$ cat config.mk
export PLATFORM = sky130hd
export DESIGN_NAME = sliding_window_receive_tracker_top
export DESIGN_NICKNAME = d
export VERILOG_FILES = /design/src/rtl/core/swrt_pkg.sv /design/src/rtl/core/swrt_queue.sv /design/src/rtl/core/swrt_front.sv /design/src/rtl/core/swrt_back.sv /design/src/rtl/core/sliding_window_receive_tracker_top.sv
export SDC_FILE = /design/constraint.sdc
export NUM_CORES = 1
export LEC_CHECK = 0
export BUFFER_PORTS_ARGS = -buffer_cell sky130_fd_sc_hd__buf_4
export CORE_MARGIN = 8
export CORE_UTILIZATION = 50
export CTS_CLUSTER_SIZE = 24
export DETAILED_ROUTE_END_ITERATION = 10
export PLACE_DENSITY = 0.76
export SYNTH_ARGS = -nofsm -noshare
export SYNTH_HDL_FRONTEND = slang
export SYNTH_SLANG_ARGS = --single-unit
$ cat constraint.sdc
create_clock -name clk_i -period 9.6 [get_ports clk_i]
set_input_delay 2.88 -clock clk_i [delete_from_list [all_inputs] [get_ports clk_i]]
set_output_delay 2.88 -clock clk_i [all_outputs]
set_load 0.01 [all_outputs]
$ cat src/rtl/core/swrt_pkg.sv
`timescale 1ns / 1ps
`default_nettype none

package swrt_pkg;

  localparam int unsigned SEQ_W       = 32;
  localparam int unsigned COUNT_W     = 6;
  localparam int unsigned WIN_REG_W   = 6;
  localparam int unsigned APB_ADDR_W  = 3;
  localparam int unsigned APB_DATA_W  = 32;
  localparam int unsigned QUEUE_DEPTH = 2;

  localparam logic [WIN_REG_W-1:0] WIN_RESET   = 6'd32;
  localparam logic [COUNT_W-1:0]   COUNT_LIMIT = 6'd63;

  // register index, taken from paddr[2]
  localparam logic REG_WIN_CFG = 1'b0;

  typedef enum logic [1:0] {
    KIND_START = 2'd0,
    KIND_END   = 2'd1,
    KIND_DATA  = 2'd2,
    KIND_ACK   = 2'd3
  } kind_e;

  typedef enum logic [1:0] {
    OP_START = 2'd0,
    OP_END   = 2'd1,
    OP_DATA  = 2'd2
  } op_e;

  typedef struct packed {
    kind_e            kind;
    logic [SEQ_W-1:0] seq_num;
    logic             checksum_ok;
  } in_t;

  typedef struct packed {
    logic [SEQ_W-1:0]   ack_seq;
    logic [SEQ_W-1:0]   deliver_first;
    logic [COUNT_W-1:0] deliver_count;
    logic [SEQ_W-1:0]   connection_index;
  } out_t;

  typedef struct packed {
    op_e              op;
    logic [SEQ_W-1:0] seq;
  } entry_t;

endpackage

`default_nettype wire

$ cat src/rtl/core/swrt_queue.sv
`timescale 1ns / 1ps
`default_nettype none

module swrt_queue
  import swrt_pkg::*;
(
  input  logic   clk_i,
  input  logic   rst_ni,
  input  logic   push_i,
  input  entry_t entry_i,
  output logic   full_o,
  input  logic   pop_i,
  output logic   valid_o,
  output entry_t entry_o
);

  localparam int unsigned PTR_W = (QUEUE_DEPTH > 1) ? $clog2(QUEUE_DEPTH) : 1;
  localparam int unsigned CNT_W = $clog2(QUEUE_DEPTH + 1);
  localparam logic [PTR_W-1:0] PTR_LAST = PTR_W'(QUEUE_DEPTH - 1);
  localparam logic [CNT_W-1:0] CNT_FULL = CNT_W'(QUEUE_DEPTH);

  entry_t            entries_q [QUEUE_DEPTH];
  logic [PTR_W-1:0]  wr_ptr_q, wr_ptr_d;
  logic [PTR_W-1:0]  rd_ptr_q, rd_ptr_d;
  logic [CNT_W-1:0]  count_q, count_d;

  assign full_o  = (count_q == CNT_FULL);
  assign valid_o = (count_q != '0);
  assign entry_o = entries_q[rd_ptr_q];

  always_comb begin
    wr_ptr_d = wr_ptr_q;
    rd_ptr_d = rd_ptr_q;
    count_d  = count_q;
    if (push_i) begin
      wr_ptr_d = (wr_ptr_q == PTR_LAST) ? '0 : wr_ptr_q + PTR_W'(1);
    end
    if (pop_i) begin
      rd_ptr_d = (rd_ptr_q == PTR_LAST) ? '0 : rd_ptr_q + PTR_W'(1);
    end
    if (push_i && !pop_i) begin
      count_d = count_q + CNT_W'(1);
    end else if (pop_i && !push_i) begin
      count_d = count_q - CNT_W'(1);
    end
  end

  always_ff @(posedge clk_i or negedge rst_ni) begin
    if (!rst_ni) begin
      wr_ptr_q <= '0;
      rd_ptr_q <= '0;
      count_q  <= '0;
    end else begin
      wr_ptr_q <= wr_ptr_d;
      rd_ptr_q <= rd_ptr_d;
      count_q  <= count_d;
    end
  end

  always_ff @(posedge clk_i) begin
    if (push_i) begin
      entries_q[wr_ptr_q] <= entry_i;
    end
  end

endmodule

`default_nettype wire

$ cat src/rtl/core/swrt_front.sv
`timescale 1ns / 1ps
`default_nettype none

module swrt_front
  import swrt_pkg::*;
(
  input  logic   clk_i,
  input  logic   rst_ni,
  input  logic   in_valid_i,
  output logic   in_ready_o,
  input  in_t    in_data_i,
  input  logic   pop_i,
  output logic   entry_valid_o,
  output entry_t entry_o
);

  logic   full;
  logic   keep;
  logic   push;
  entry_t entry;

  // acks and corrupt data never produce a result: they stop here
  always_comb begin
    entry.seq = in_data_i.seq_num;
    entry.op  = OP_DATA;
    keep      = 1'b0;
    case (in_data_i.kind)
      KIND_START: begin
        entry.op = OP_START;
        keep     = 1'b1;
      end
      KIND_END: begin
        entry.op = OP_END;
        keep     = 1'b1;
      end
      KIND_DATA: begin
        entry.op = OP_DATA;
        keep     = in_data_i.checksum_ok;
      end
      KIND_ACK: begin
        keep = 1'b0;
      end
      default: begin
        keep = 1'b0;
      end
    endcase
  end

  assign in_ready_o = !full;
  assign push       = in_valid_i && !full && keep;

  swrt_queue u_queue (
    .clk_i   (clk_i),
    .rst_ni  (rst_ni),
    .push_i  (push),
    .entry_i (entry),
    .full_o  (full),
    .pop_i   (pop_i),
    .valid_o (entry_valid_o),
    .entry_o (entry_o)
  );

endmodule

`default_nettype wire

$ cat src/rtl/core/swrt_back.sv
`timescale 1ns / 1ps
`default_nettype none

module swrt_back
  import swrt_pkg::*;
#(
  parameter int unsigned WINDOW_MAX = 32
) (
  input  logic                 clk_i,
  input  logic                 rst_ni,
  input  logic [WIN_REG_W-1:0] win_cfg_i,
  input  logic                 entry_valid_i,
  input  entry_t               entry_i,
  output logic                 pop_o,
  output logic                 out_valid_o,
  input  logic                 out_ready_i,
  output out_t                 out_data_o
);

  localparam int unsigned SLOT_W = $clog2(WINDOW_MAX);
  localparam int unsigned SW1    = SLOT_W + 1;
  localparam int unsigned WV_W   = WIN_REG_W + 1;
  localparam logic [SW1-1:0]  WM  = SW1'(WINDOW_MAX);
  localparam logic [WV_W-1:0] WMV = WV_W'(WINDOW_MAX);

  logic                  receiving_q, receiving_d;
  logic [SEQ_W-1:0]      next_exp_q, next_exp_d;
  logic [SLOT_W-1:0]     ne_slot_q, ne_slot_d;
  logic [WINDOW_MAX-1:0] held_q, held_d;
  logic [SEQ_W-1:0]      conn_q, conn_d;
  logic                  out_valid_q, out_valid_d;
  out_t                  out_q, out_d;

  logic                  fire;
  logic                  has_result;
  logic [WV_W-1:0]       win;
  logic [COUNT_W-1:0]    limit;
  logic [COUNT_W-1:0]    cap;
  logic [SLOT_W-1:0]     base;
  logic [WINDOW_MAX-1:0] rot;
  logic [WINDOW_MAX-1:0] clr;
  logic [COUNT_W-1:0]    tones;
  logic [COUNT_W-1:0]    run;
  logic [SEQ_W-1:0]      offset;
  logic                  in_order;
  logic                  in_win;
  logic [SLOT_W-1:0]     hslot;
  logic [SLOT_W-1:0]     adv_slot;

  assign fire        = entry_valid_i && (!out_valid_q || out_ready_i);
  assign pop_o       = fire;
  assign out_valid_o = out_valid_q;
  assign out_data_o  = out_q;

  // effective window and run cap
  always_comb begin
    if (win_cfg_i == '0) begin
      win = WV_W'(1);
    end else if ({1'b0, win_cfg_i} > WMV) begin
      win = WMV;
    end else begin
      win = {1'b0, win_cfg_i};
    end
    limit = (win > {1'b0, COUNT_LIMIT}) ? COUNT_LIMIT : win[COUNT_W-1:0];
    cap   = limit - COUNT_W'(1);
  end

  // held map rotated so bit 0 is the slot just after the expected one
  always_comb begin
    logic [SW1-1:0] bsum;
    logic [SW1-1:0] isum;
    bsum = {1'b0, ne_slot_q} + SW1'(1);
    if (bsum >= WM) begin
      bsum = bsum - WM;
    end
    base = bsum[SLOT_W-1:0];
    for (int k = 0; k < WINDOW_MAX; k++) begin
      isum = {1'b0, base} + SW1'(k);
      if (isum >= WM) begin
        isum = isum - WM;
      end
      rot[k] = held_q[isum[SLOT_W-1:0]];
    end
    // top position is the expected slot itself
    rot[WINDOW_MAX-1] = 1'b0;
    // trailing ones: index of the lowest clear bit
    tones = COUNT_W'(WINDOW_MAX - 1);
    for (int k = WINDOW_MAX - 1; k >= 0; k--) begin
      if (!rot[k]) begin
        tones = COUNT_W'(k);
      end
    end
    run = (tones > cap) ? cap : tones;
  end

  // slots released by an in-order beat, and the slot of a held one
  always_comb begin
    logic [SW1-1:0] d;
    logic [SW1-1:0] hsum;
    logic [SW1-1:0] asum;
    for (int s = 0; s < WINDOW_MAX; s++) begin
      d = SW1'(s) + WM - {1'b0, base};
      if (d >= WM) begin
        d = d - WM;
      end
      clr[s] = (d < SW1'(run));
    end
    clr[ne_slot_q] = 1'b1;

    offset   = entry_i.seq - next_exp_q;
    in_order = (offset == '0);
    in_win   = (offset < SEQ_W'(win));

    hsum = {1'b0, ne_slot_q} + {1'b0, offset[SLOT_W-1:0]};
    if (hsum >= WM) begin
      hsum = hsum - WM;
    end
    hslot = hsum[SLOT_W-1:0];

    asum = {1'b0, ne_slot_q} + SW1'(run) + SW1'(1);
    if (asum >= WM) begin
      asum = asum - WM;
    end
    adv_slot = asum[SLOT_W-1:0];
  end

  always_comb begin
    receiving_d = receiving_q;
    next_exp_d  = next_exp_q;
    ne_slot_d   = ne_slot_q;
    held_d      = held_q;
    conn_d      = conn_q;
    has_result  = 1'b0;
    out_d.ack_seq          = next_exp_q;
    out_d.deliver_first    = '0;
    out_d.deliver_count    = '0;
    out_d.connection_index = conn_q;
    if (fire) begin
      case (entry_i.op)
        OP_START: begin
          if (!receiving_q) begin
            receiving_d   = 1'b1;
            next_exp_d    = '0;
            ne_slot_d     = '0;
            held_d        = '0;
            has_result    = 1'b1;
            out_d.ack_seq = entry_i.seq;
          end
        end
        OP_END: begin
          if (receiving_q) begin
            receiving_d   = 1'b0;
            conn_d        = conn_q + SEQ_W'(1);
            has_result    = 1'b1;
            out_d.ack_seq = entry_i.seq;
          end
        end
        OP_DATA: begin
          if (receiving_q) begin
            has_result = 1'b1;
            if (in_order) begin
              held_d              = held_q & ~clr;
              next_exp_d          = entry_i.seq + SEQ_W'(run) + SEQ_W'(1);
              ne_slot_d           = adv_slot;
              out_d.ack_seq       = next_exp_d;
              out_d.deliver_first = entry_i.seq;
              out_d.deliver_count = run + COUNT_W'(1);
            end else if (in_win) begin
              held_d[hslot] = 1'b1;
            end
          end
        end
        default: begin
          has_result = 1'b0;
        end
      endcase
    end
    if (fire && has_result) begin
      out_valid_d = 1'b1;
    end else if (out_ready_i) begin
      out_valid_d = 1'b0;
    end else begin
      out_valid_d = out_valid_q;
    end
  end

  always_ff @(posedge clk_i or negedge rst_ni) begin
    if (!rst_ni) begin
      receiving_q <= 1'b0;
      next_exp_q  <= '0;
      ne_slot_q   <= '0;
      held_q      <= '0;
      conn_q      <= '0;
      out_valid_q <= 1'b0;
    end else begin
      receiving_q <= receiving_d;
      next_exp_q  <= next_exp_d;
      ne_slot_q   <= ne_slot_d;
      held_q      <= held_d;
      conn_q      <= conn_d;
      out_valid_q <= out_valid_d;
    end
  end

  always_ff @(posedge clk_i) begin
    if (fire && has_result) begin
      out_q <= out_d;
    end
  end

  a_run_matches_ack: assert property (@(posedge clk_i) disable iff (!rst_ni)
    out_valid_q && (out_q.deliver_count != '0) |->
      out_q.ack_seq == out_q.deliver_first + SEQ_W'(out_q.deliver_count))
    else $error("released run does not end at the acknowledged number");

  a_start_opens: assert property (@(posedge clk_i) disable iff (!rst_ni)
    fire && (entry_i.op == OP_START) && !receiving_q |=>
      receiving_q && (held_q == '0) && (next_exp_q == '0) && (ne_slot_q == '0))
    else $error("start did not open a clean window");

  a_end_counts: assert property (@(posedge clk_i) disable iff (!rst_ni)
    fire && (entry_i.op == OP_END) && receiving_q |=>
      !receiving_q && (conn_q == $past(conn_q) + SEQ_W'(1)))
    else $error("end did not close the connection and bump the count");

endmodule

`default_nettype wire

$ cat src/rtl/core/sliding_window_receive_tracker_top.sv
`timescale 1ns / 1ps
`default_nettype none

// Receive-side tracker for a selective-repeat window. Each input beat is a
// packet event (start, end, data, ack); the block answers with at most one
// result beat carrying the ack number, the in-order run released and the
// connection number. Acks and bad-checksum data are dropped at the front
// with no result. One event is taken per clock unless the queue is full: the
// front classifies into a two-entry queue, and the back updates the window
// state; a result passes the queue register, then the result register. The
// in-order release of held packets (a trailing-ones count over the
// WINDOW_MAX-bit held map, the whole run capped by the window and by 63) is
// combinational. The window register is at byte address 0 of the APB port and
// should only be written while no events are in flight.
module sliding_window_receive_tracker_top
  import swrt_pkg::*;
#(
  parameter int unsigned WINDOW_MAX = 32
) (
  input  logic                  clk_i,
  input  logic                  rst_ni,
  input  logic                  in_valid_i,
  output logic                  in_ready_o,
  input  in_t                   in_data_i,
  output logic                  out_valid_o,
  input  logic                  out_ready_i,
  output out_t                  out_data_o,
  input  logic                  psel,
  input  logic                  penable,
  input  logic                  pwrite,
  input  logic [APB_ADDR_W-1:0] paddr,
  input  logic [APB_DATA_W-1:0] pwdata,
  output logic [APB_DATA_W-1:0] prdata,
  output logic                  pready
);

  logic [WIN_REG_W-1:0] window_q, window_d;
  logic                 wr_en;
  logic                 entry_valid;
  entry_t               entry;
  logic                 pop;

  assign pready = 1'b1;
  assign wr_en  = psel && penable && pwrite && pready
                  && (paddr[APB_ADDR_W-1:2] == REG_WIN_CFG);

  always_comb begin
    window_d = window_q;
    if (wr_en) begin
      window_d = pwdata[WIN_REG_W-1:0];
    end
  end

  always_comb begin
    prdata = '0;
    if (paddr[APB_ADDR_W-1:2] == REG_WIN_CFG) begin
      prdata = APB_DATA_W'(window_q);
    end
  end

  always_ff @(posedge clk_i or negedge rst_ni) begin
    if (!rst_ni) begin
      window_q <= WIN_RESET;
    end else begin
      window_q <= window_d;
    end
  end

  swrt_front u_front (
    .clk_i         (clk_i),
    .rst_ni        (rst_ni),
    .in_valid_i    (in_valid_i),
    .in_ready_o    (in_ready_o),
    .in_data_i     (in_data_i),
    .pop_i         (pop),
    .entry_valid_o (entry_valid),
    .entry_o       (entry)
  );

  swrt_back #(
    .WINDOW_MAX (WINDOW_MAX)
  ) u_back (
    .clk_i         (clk_i),
    .rst_ni        (rst_ni),
    .win_cfg_i     (window_q),
    .entry_valid_i (entry_valid),
    .entry_i       (entry),
    .pop_o         (pop),
    .out_valid_o   (out_valid_o),
    .out_ready_i   (out_ready_i),
    .out_data_o    (out_data_o)
  );

endmodule

`default_nettype wire
# == After elaboration in Yosys (flattened, before gate mapping) ==
# Memories as Yosys holds them, arrays and structs flattened.
# Cells that the tools add are included.
# totals
register_bits,215
latch_bits,0
mem_bits_rw,68
romBits,0
inputBits,77
output_inout_bits,137
word_cells,543
mem_count,1
# mem_list
name,words,width,read_ports,rd_clocked_by_memory_dff,write_ports,line,rtl
u_front.u_queue.entries_q,2,34,1,0,1,swrt_queue.sv:22,entry_t entries_q [QUEUE_DEPTH];
# op_classes
n_addsub,142
mul,0
div_mod_pow,0
order_cmp,137
n_eq_ne,10
n_shift,0
muxes,202
bitwise_logic,5
n_reduce_logical,32
# op_table
cell,count
6-bit >= comparator (second input constant),65
5-bit two-way mux,53
32-bit two-way mux,8
6-bit two-way mux,37
70-bit two-way mux,3
5-bit by 6-bit < comparator with 1-bit output (second input constant),33
6-bit < comparator,32
6-bit by 5-bit subtractor with 6-bit output (first input constant),32
6-bit subtractor (second input constant),32
5-bit by 1-bit subtractor with 5-bit output (second input constant),34
1-bit binary-select mux with 5-bit select,31
32-bit one-hot mux with 2 select lines,2
32-bit one-hot mux with 3 select lines,1
5-bit by 5-bit adder with 6-bit output (second input constant),15
32-bit by 1-bit adder with 32-bit output (second input constant),2
32-bit OR,2
5-bit by 4-bit adder with 6-bit output (second input constant),8
1-bit two-way mux,43
38-bit two-way mux,1
32-bit by 6-bit adder with 32-bit output,1
32-bit bitwise AND,1
32-bit logical NOT,1
32-bit by 6-bit < comparator with 1-bit output,1
4-bit two-way mux,8
40 further kinds,82

# == Logic depth before layout (Yosys ltp) ==
# Gate-level depths: netlist (run 1).
# logic_depth
word_depth,48
depth_mapped,39
mapped_depth_nobuf,35

# == Hierarchy ==
# From an unflattened synthesis (run 1), not the netlist that was laid out.
# hier_totals
hier_cells,2041
area_unflattened_um2,21017.7
# modules_own_cells
module,instances,cells_each,area_each_um2,seq_area_each_um2
swrt_back,1,1865,17683.2,5640.4
swrt_queue,1,122,2793.9,2142.1
sliding_window_receive_tracker_top,1,48,505.5,151.4
swrt_front,1,6,35.0,0.0

# == Worst setup path after synthesis (run 1) ==
# Ideal clock, no wire load.
# synth_path
path_kind,flip-flop to flip-flop
start,register u_back.ne_slot_q[0]
end,"register u_back.out_q, in the netlist u_back.out_data_o[101] (data pin)"
setup_time_ns,0.262
t_arrival_ns,8.126
t_required_ns,9.338
setup_slack_ns,1.212
stages_incl_launch_ff,37
n_path_buf,5
synth_period_minus_slack_ns,8.388
path_cell_list,dfrtp_1 -> buf_4 -> inv_1 -> buf_2 -> buf_1 -> ha_1 -> buf_2 -> o21a_1 -> or3_1 -> clkbuf_1 -> nand2_1 -> mux4_2 -> mux2i_1 -> nor3b_1 -> o311a_1 -> o311a_1 -> nor2_1 -> nor2_1 -> ha_1 -> a21oi_1 -> o22ai_1 -> o22a_1 -> inv_1 -> nor2_1 -> a31oi_2 -> inv_1 -> ha_1 -> a21boi_0 -> o21ai_0 -> a21boi_0 -> o2111ai_1 -> nand3b_1 -> or2_2 -> nor3_1 -> xnor2_1 -> o21ai_0 -> a2bb2oi_1
# synth_lines
element,line,rtl
"start, declared",swrt_back.sv:28,"logic [SLOT_W-1:0] ne_slot_q, ne_slot_d;"
"start signal, assigned",swrt_back.sv:198,ne_slot_q <= ne_slot_d;
"end signal, assigned",swrt_back.sv:207,out_q <= out_d;
"end, declared",swrt_back.sv:32,"out_t out_q, out_d;"

==> results of run 1 <==
-- per-layer routing --
| metal | wire [µm] | vias to the layer above | GRT usage (%) |
|---|---|---|---|
| met1 | 25700 | 8534 | 31.7 |
| li1 | - | 8314 | - |
| met3 | 3860 | 143 | 3.43 |
| met4 | 3020 | 0 | 11.4 |
| met2 | 30500 | 722 | 43.0 |
| met5 | 0 | - | 0 |
-- power groups by stage --
| stage | Combinational (W) | Clock, W | Sequential [W] |
|---|---|---|---|
| floorplan | 0.00357 | 0 | 0.00212 |
| global placement | 0.00513 | 0 | 0.00209 |
| detailed placement | 0.00524 | 0 | 0.00211 |
| CTS | 0.00527 | 0.00109 | 0.00209 |
| global route | 0.00584 | 0.00113 | 0.00214 |
| finish | 0.00535 | 0.00107 | 0.00210 |
-- area by class of cell --
class,count,share of cell area [%]
clock inverters,21,0.608
repair buffers,204,6.58
flip-flops and latches,283,33.6
multi-input cells,1737,50.9
inverters,145,2.32
clock buffers,32,3.16
well taps,539,2.85
-- sequential cells by signal (all words and copies together) (netlist names) --
| register | count |
|---|---|
| u_back.out_data_o | 102 |
| u_front.u_queue.entries_q | 68 |
| u_back.conn_q | 32 |
| u_back.held_q | 32 |
| u_back.next_exp_q | 32 |
| window_q | 6 |
| u_back.ne_slot_q | 5 |
| u_front.u_queue.count_q | 2 |
| u_back.out_valid_o | 1 |
| u_back.receiving_q | 1 |
| u_front.u_queue.rd_ptr_q | 1 |
| u_front.u_queue.wr_ptr_q | 1 |
-- cell usage in the layout, fill, tap and decap left out, types with 80 or more instances in the layout --
cell type  synthesis  layout
a21oi_1          171     170
buf_4             30     202
dfrtp_1          112     110
edfxtp_1         170     170
ha_1             150     148
inv_1            137     136
mux2i_1          129     129
nand2_1          249     249
nor2_1           171     168
o21ai_0          144     144
xnor2_1           81      80
-- per-stage QoR --
| step | util, % | cell area (µm²) |
|---|---|---|
| after floorplan | - | 21100 |
| after global placement | 54.6 | 22700 |
| after detailed placement | 54.6 | 22700 |
| after CTS | 56.7 | 23600 |
| after global routing | 56.9 | 23700 |
| final | 56.9 | 23700 |
-- path summary, 6_finish.rpt --
| kind | slack (ns) | to |
|---|---|---|
| max | 0.50 | u_back.out_data_o[99] |
| min | 0.46 | u_back.out_data_o[25] |
| max reg2reg | 0.50 | u_back.out_data_o[99] |
| min reg2reg | 0.46 | u_back.out_data_o[25] |
| max in group asynchronous | 5.82 | u_back.ne_slot_q[1] |
| min in group asynchronous | 2.44 | u_back.conn_q[14] |
-- synthesized netlist by cell type, types with 7 or more instances --
cell,n,area share (%)
nor3_1,38,0.91
nand2_1,249,4.5
buf_4,30,1.1
or3_1,10,0.30
o21bai_1,8,0.29
and2_1,15,0.45
nor4_1,11,0.33
and3_1,18,0.54
a21oi_1,171,4.1
a21boi_0,8,0.29
nand3_1,49,1.2
nor2_1,171,3.1
mux4_2,17,1.8
clkbuf_1,65,1.2
a22o_1,12,0.50
ha_1,150,9.0
mux2i_1,129,6.2
inv_1,137,2.5
nand2b_1,12,0.36
buf_2,19,0.46
edfxtp_1,170,24
nor3b_1,7,0.25
nand4_1,15,0.45
o21ai_0,144,3.5
a2bb2oi_1,29,1.2
a22oi_1,9,0.32
o31ai_1,17,0.61
dfrtp_1,112,13
nor2b_1,19,0.57
xor2_1,29,1.2
a21o_1,75,2.7
mux2_2,34,1.8
o21a_1,13,0.47
xnor2_1,81,3.4
buf_1,9,0.16
o211ai_1,32,1.2
a31oi_1,8,0.24
-- repair_timing --
item                                    in CTS  in global routing
resized for setup                            0                 13
endpoints found under the hold margin        0                  0
endpoints found under the setup margin       0                 25
-- kinds of logic after synthesis --
family	Yosys count	synth area share [%]
AO/OA/AOI/OAI	590	18.2
XOR/XNOR	114	4.99
adder cells (fa/ha/maj)	154	9.38
buffers and inverters	271	5.64
flip-flops	283	38.0
multiplexers	180	9.86
other	2	0.0360
AND/OR/NAND/NOR	639	13.9
-- worst reg2reg max path: cells and delay by family, from the launching register on --
kind / cells / cell delay, ns
AOI/OAI and AO/OA: 15 / 3.92
and+or+nand+nor: 9 / 1.69
buffers and inverters: 6 / 1.31
adders and majority gates: 3 / 0.70
DFF: 1 / 0.53
xor gates and xnor gates: 3 / 0.50
muxes: 1 / 0.21
==> results.txt, run 1 <==
Hold Slack: 0.460 ns
Flop and latch count out of synthesis: 283
Share of post-route cells with drive strength above 1: 14.2%
Cts hold-fix bufs: 0
Endpoints failing hold: 0
Comb pwr share: 62.8%
Area grow syn2layout: 13.4%
Maximum VDD drop: 0.198 mV
Post-DP HPWL: 48,100 µm
Hold Crit Start: u_back.conn_q[25]
DR pass1 iterations: 9
Worst Hold Class: reg2reg
Vias in the first global route: 17,100
Die W: 220 µm
Max transition margin: 19.9%
Tightest Pin Transition: 1.19 ns
RSZ-0062 raised after global routing: false
Count of different cell masters after synthesis: 82
CP required: 9.91 ns
Initial Util: 50.2%
Multi-input logic area: 12,000 µm²
Reg-to-Reg Start: u_back.ne_slot_q[1]
Netlist Area Pre-Place: 20,900 µm²
Detail Route Antenna Nets: 0
FP Rows: 75
Static leakage: 10.1 nW
Post-DR vias/cell: 5.98
Initial DRC Count: 1,599
Levels on crit path: 37
Hold Path Stages: 0
CTS H-Tree Depth: 1
Non-filler cells, final: 2,961
Cell internal pwr: 0.00443 W
Slew Viols, Final: 0
Routed WL: 63,100 µm
Die area: 48,500 µm²
Reg area: 7940 µm²
Initial antenna violation count: 0
Flop pwr share: 24.6%
Crit path DAT: 9.41 ns
Post-route DRC: 0
CTS max path bufs: 3
Global placement routability congestion: 0.984
CP bufs+invs: 6
Status: finished clean
Switch Pwr: 0.00410 W
Number of max-cap violations: 0
Max incr delay on CP: 0.75 ns
Critical path peak fanout: 13
Top delay family on crit path: compound AO/OA/AOI/OAI gates
Die Height: 220 µm
Async SR Flop Fraction: 39.9%
CTS tree: done
TritonCTS buffer count: 29
Setup crit start: u_back.ne_slot_q[1]
Synth Flop Type: edfxtp_1
Part of the power in the clock network: 12.6%
FILL cells: 3,647
Fin nets: 2,631
Synthesized netlist cell count: 2,233
Synth warnings: 0
Type of origin of the critical path: register
Setup_tns: 0 ns
Fmax achieved: 0.110 GHz
IO Port Bufs: 158
Sequential cell area fraction in the yosys report: 38.0%
Sw Ratio: 48.1%
Final WS setup: 0.499 ns
Largest net degree at the start of global routing: 80
Crit end category: register
Clk Latency, worst-skew pair: 0.57 ns
Total Power: 0.00853 W
Reg clk slew, reported paths: 0.06 ns
Pre-CTS setup slack: 0.0788 ns
Worst reg2reg path depth: 37
Worst Skew: 0.0276 ns
Antenna Cells: 0
Critical path type: reg2reg
I/O Pins: 214
Placed cell count: 2,908
Worst path slowest cell: o21ai_0
Grt ovf: 0
Clk sinks: 283
Final period util: 94.8%
First-pass GRT wire length: 96,200 µm
Syn Area/Cell: 9.34 µm²
Wire per inst: 21.3 µm
Final Critical Period: 9.10 ns
CTS Root Cell: clkbuf_16
Total GRT Usage: 25.2%
Final setup violating endpoints: 0
Vias: 17,700
Power per cell area: 361 nW/µm²
Most frequent cell on the critical path: o21ai_0
Number of flops mapped to enable cells by yosys: 170
Post-CTS setup buffers: 0
Core area: 41,600 µm²
Power figures use the tool's default switching activity.
==> run 2, diff against run 1 <==
--- a/config.mk
+++ b/config.mk
@@ -13,4 +13,5 @@
 export PLACE_DENSITY = 0.76
 export SYNTH_ARGS = -nofsm -noshare
 export SYNTH_HDL_FRONTEND = slang
+export SYNTH_HIERARCHICAL = 1
 export SYNTH_SLANG_ARGS = --single-unit
==> run 2 against run 1 <==
Compared with the run above:
- sequential power shrank 4%
- largest cell class unchanged
- synthesized area grew 0.78%
- utilization is essentially flat
- non-clock buffer count shrank 3
- total power shrank 8.3%
- clock skew shrank 0.0092 ns
- sequential share of layout area shrank 0.17 points
- die area grew 0.72%
- register-to-register slack gained 0.08 ns
- largest power group unchanged
- critical path type unchanged
- combinational power shrank 12%
==> results.txt, run 2 <==
Top cells by area, synth: edfxtp_1 (24%), dfrtp_1 (13%), ha_1 (9.3%)
Initial antenna violation count: 1
Max incr delay on CP: 0.57 ns
Count of different cell masters after synthesis: 95
Syn Area/Cell: 10.3 µm²
Fin nets: 2,448
Die Height: 221 µm
Synth top area share: 24.3%
Wire per inst: 22.5 µm
Fmax achieved: 0.111 GHz
DR pass1 iterations: 6
Synth warnings: 6
Sequential cell area fraction in the yosys report: 37.7%
Multi-input logic area: 12,300 µm²
Critical path peak fanout: 10
Synth Flop Type: edfxtp_1
FP Rows: 75
Initial Util: 50.3%
Post-DP HPWL: 47,100 µm
Switch Pwr: 0.00361 W
CTS Root Cell: clkbuf_16
I/O Pins: 214
Largest net degree at the start of global routing: 79
Endpoints failing hold: 0
Clk sinks: 283
Met3 WL post-DR: 4590 µm
Netlist Area Pre-Place: 21,000 µm²
Max FFs per register: 102
Static leakage: 10.1 nW
Total GRT Usage: 24.4%
Worst Hold Class: reg2reg
Flop pwr share: 25.9%
Routed WL: 62,300 µm
Final setup violating endpoints: 0
Cts hold-fix bufs: 0
Clk Latency, worst-skew pair: 0.58 ns
Post-route DRC: 0
CTS H-Tree Depth: 1
Routed length on met1: 23,700 µm
Core Util, Final: 56.9%
Cell internal pwr: 0.00421 W
Core area: 41,800 µm²
Global placement routability congestion: 0.965
Met2 WL: 31,100 µm
Tightest Pin Transition: 1.13 ns
Area grow syn2layout: 13.1%
Critical path type: reg2reg
Crit end category: register
Die W: 221 µm
Vias in the first global route: 16,900
CTS tree: done
RSZ-0062 raised after global routing: false
Power per cell area: 329 nW/µm²
Detail Route Antenna Nets: 0
CTS max path bufs: 3
Top Layer Used: met4
Max transition margin: 24.8%
Crit path DAT: 9.45 ns
Hold Slack: 0.449 ns
Share of post-route cells with drive strength above 1: 19.3%
Flop and latch count out of synthesis: 283
First-pass GRT wire length: 95,900 µm
Vias: 17,000
Grt ovf: 0
Comb pwr share: 60.0%
Number of flops mapped to enable cells by yosys: 170
Post-CTS setup buffers: 0
Reg clk slew, reported paths: 0.07 ns
Worst path slowest cell: dfrtp_1
CP required: 10.04 ns
Number of max-cap violations: 0
Total Power: 0.00782 W
Worst Skew: 0.0184 ns
Count leader, synth: nand2_1
Type of origin of the critical path: register
Slew Viols, Final: 0
Reg area: 7940 µm²
Final period util: 93.9%
Maximum VDD drop: 0.188 mV
Status: finished clean
Post-DR vias/cell: 6.13
Sw Ratio: 46.1%
Die area: 48,900 µm²
Async SR Flop Fraction: 39.9%
Post-synth top area cell: edfxtp_1
Final Critical Period: 9.02 ns
IO Port Bufs: 158
FILL cells: 3,486
Commonest non-fill, non-tap cell in the layout: buf_4
Part of the power in the clock network: 14.1%
TritonCTS buffer count: 28
Commonest cells post-synth: nand2_1 (189), edfxtp_1 (170), ha_1 (156)
Synthesized netlist cell count: 2,041
Most frequent cells in the layout: buf_4 (200), nand2_1 (189), edfxtp_1 (170)
Setup_tns: 0 ns
Initial DRC Count: 1,680
## run 2: critical path, delay by kind of cell (launching register included)
family | cells | cell delay, ns
compound gates | 12 | 2.54
xor+xnor | 3 | 0.82
buf+inv | 2 | 0.34
mux | 1 | 0.47
simple gates | 13 | 2.54
fa+ha+maj | 4 | 1.55
flops | 1 | 0.57
## run 2: layer usage
layer,global-route usage [%],up-vias
li1,-,7856
met1,29.0,8207
met2,43.3,777
met3,3.48,157
met4,11.0,0
met5,0,-
## run 2: path summary, 6_finish.rpt
path | from | endpoint | slack (ns) | depth (start not counted)
worst max-delay path | u_back/ne_slot_q[1] | u_back/out_data_o[96] | 0.58 | 35
worst min-delay path | u_back/conn_q[30] | u_back/out_data_o[30] | 0.45 | 0
worst max register to register | u_back/ne_slot_q[1] | u_back/out_data_o[96] | 0.58 | 35
worst min register to register | u_back/conn_q[30] | u_back/out_data_o[30] | 0.45 | 0
max in group asynchronous | rst_ni | u_front/u_queue/rd_ptr_q | 5.78 | 2
min in group asynchronous | rst_ni | u_back/conn_q[7] | 2.41 | 1
## run 2: kinds of logic (layout without fill, tap and decap cells)
group / after synthesis / in the layout / synth area share [%]
buffers and inverters: 231 / 366 / 5.14
other: 4 / 61 / 0.0714
adder cells (fa/ha/maj): 160 / 160 / 9.67
AND/OR/NAND/NOR: 526 / 526 / 12.6
AO/OA/AOI/OAI: 514 / 514 / 16.3
multiplexers: 197 / 197 / 13.0
XOR/XNOR: 126 / 126 / 5.42
flip-flops: 283 / 283 / 37.7
## run 2: cell type report
| type | instances | area share [%] |
|---|---|---|
| Antenna cell | 1 | 0.0105 |
| Timing Repair Buffer | 201 | 6.40 |
| Multi-Input combinational cell | 1583 | 51.6 |
| Clock buffer | 32 | 3.05 |
| Inverter | 114 | 1.81 |
| Tap cell | 539 | 2.84 |
| Sequential cell | 283 | 33.4 |
| Clock inverter | 19 | 0.879 |
## run 2: stage by stage
step                      worst slack (ns)  std cells  area, µm²
after CTS                            0.428       2771      23800
after global placement               0.691       2720      22800
final                                0.582       2772      23800
after detailed placement             0.453       2720      22800
after floorplan                      0.350       2097      21200
after global routing                0.0155       2771      23800
## run 2: power groups by stage
stage / clock network (W) / registers (W) / logic [W]
3_3_place_gp: 0 / 0.00202 / 0.00453
5_1_grt: 0.00117 / 0.00206 / 0.00507
4_1_cts: 0.00113 / 0.00202 / 0.00465
3_5_place_dp: 0 / 0.00204 / 0.00463
2_1_floorplan: 0 / 0.00205 / 0.00311
6_report: 0.00111 / 0.00202 / 0.00470
## run 2: what timing repair did
| item | CTS | global route |
|---|---|---|
| resized for setup | 0 | 2 |
| endpoints found under the setup margin | 0 | 22 |
| hold endpoints to repair | 0 | 0 |
==> run 3, diff against run 2 <==
--- a/config.mk
+++ b/config.mk
@@ -6,6 +6,7 @@
 export NUM_CORES = 1
 export LEC_CHECK = 0
 export BUFFER_PORTS_ARGS = -buffer_cell sky130_fd_sc_hd__buf_4
+export CORE_ASPECT_RATIO = 1.75
 export CORE_MARGIN = 8
 export CORE_UTILIZATION = 50
 export CTS_CLUSTER_SIZE = 24
==> run 3 against run 2 <==
Compared with the run above:
- non-clock buffer count increased by 3
- hold slack got worse by 0.0015 ns
- critical path depth decreased by 1
- sequential share of layout area increased by 0.22 points
- critical endpoint is now u_back/out_data_o[100]
==> results.txt, run 3 (synthesis results as in run 2) <==
Critical path type: reg2reg
Max FFs per register: 102
Finished Cell Area: 23,600 µm²
Critical path peak fanout: 10
Clk Latency, worst-skew pair: 0.56 ns
Hold Crit Start: u_back/conn_q[30]
Global placement routability congestion: 1.02
Type of origin of the critical path: register
Number of max-cap violations: 0
Vias in the first global route: 17,900
Total GRT Usage: 27.8%
Endpoints failing hold: 0
Post-DR vias/cell: 6.20
CTS max path bufs: 3
Non-filler cells, final: 2,784
Largest net degree at the start of global routing: 73
Wire per inst: 24.8 µm
CTS tree: done
FF-to-FF End: u_back/out_data_o[100]
CTS H-Tree Depth: 1
Grt ovf: 0
Vias: 17,300
Reg-to-reg setup timing slack: 0.71 ns
Placed cell count: 2,739
Final setup violating endpoints: 0
I/O Pins: 214
Post-Place Cell Area: 22,900 µm²
Die area: 49,100 µm²
TritonCTS buffer count: 24
Core area: 41,600 µm²
Worst Skew: 0.0271 ns
Crit end category: register
Status: finished clean
First-pass GRT wire length: 104,000 µm
Hold Path Stages: 0
Maximum VDD drop: 0.204 mV
Die Height: 287 µm
RSZ-0062 raised after global routing: false
Crit path DAT: 9.20 ns
Worst path slowest cell: xnor3_1
Setup_tns: 0 ns
Final period util: 92.6%
Initial DRC Count: 1,234
Reg clk slew, reported paths: 0.08 ns
Commonest non-fill, non-tap cell in the layout: buf_4
Final WS setup: 0.715 ns
IO Port Bufs: 158
DR pass1 iterations: 6
Fmax achieved: 0.113 GHz
Detail Route Antenna Nets: 0
Pre-CTS setup slack: 0.517 ns
Routed WL: 69,100 µm
Clk sinks: 283
Initial Util: 50.5%
Tightest Pin Transition: 1.19 ns
Max transition margin: 20.3%
Max incr delay on CP: 0.54 ns
CP required: 9.92 ns
Core Util, Final: 56.7%
Fin nets: 2,447
Die W: 171 µm
Share of post-route cells with drive strength above 1: 18.9%
Min-Delay Endpoint: u_back/out_data_o[30]
Post-DP HPWL: 52,900 µm
Power per cell area: 334 nW/µm²
FP Rows: 99
Initial antenna violation count: 2
Post-route DRC: 0
Slew Viols, Final: 0
Final Critical Period: 8.89 ns
Worst reg2reg path depth: 34
Static leakage: 10.0 nW
Most frequent cells in the layout: buf_4 (203), nand2_1 (189), edfxtp_1 (170)
Reg-to-Reg Start: u_back/ne_slot_q[1]
CTS Root Cell: clkbuf_16
Worst Hold Class: reg2reg
Area grow syn2layout: 12.4%
Post-CTS setup buffers: 0
[run 3: power breakdown]
group / internal (W) / switching, W
Combinational: 0.00186 / 0.00310
Sequential: 0.00174 / 0.000248
Clock: 0.000497 / 0.000452
[run 3: what timing repair did]
action	in CTS	in global routing
setup endpoints to repair	0	11
resized for setup	0	5
hold buffers	0	0
[run 3: critical path, delay by kind of cell, from the launching register on]
kind            cells  cell delay [ns]
compound gates     11             2.17
xor+xnor            2             0.80
fa+ha+maj           4             1.42
buf+inv             3             0.60
flops               1             0.52
mux                 2             0.69
simple gates       12             2.42
[run 3: metal layers]
metal  up-vias  global-route usage [%]  routed length [µm]
li1       7840                       -                   -
met1      8327                    25.2               21500
met2       775                    51.4               36400
met3       322                    4.73                3810
met4         0                    25.6                7380
met5         -                       0                   0
[run 3: worst max-delay path by stage]
stage / from / to / slack, ns / cells after the start
after floorplan: u_back/ne_slot_q[0] / u_back/out_data_o[99] / 0.35 / 37
after global placement: u_back/ne_slot_q[1] / u_back/out_data_o[99] / 0.65 / 38
after detailed placement: u_back/ne_slot_q[1] / u_back/out_data_o[99] / 0.52 / 38
after CTS: u_back/ne_slot_q[1] / u_back/out_data_o[99] / 0.46 / 38
after global routing: u_back/ne_slot_q[1] / u_back/out_data_o[99] / 0.15 / 38
final: u_back/ne_slot_q[1] / u_back/out_data_o[100] / 0.71 / 34
[run 3: final cells by class]
type	count	area [µm²]
antenna	1	2.50
clock buffer	30	633
clock inverter	14	101
fill	3623	18000
inverter	114	430
multi-input combinational	1583	12300
sequential	283	7940
tap	555	694
timing repair buffer	204	1540
[run 3: through the flow]
| stage | total power [W] | hold WS [ns] |
|---|---|---|
| 2_1_floorplan | 0.00516 | 0.425 |
| 3_3_place_gp | 0.00671 | 0.438 |
| 3_5_place_dp | 0.00683 | 0.437 |
| 4_1_cts | 0.00780 | 0.452 |
| 5_1_grt | 0.00834 | 0.456 |
| 6_report | 0.00790 | 0.447 |
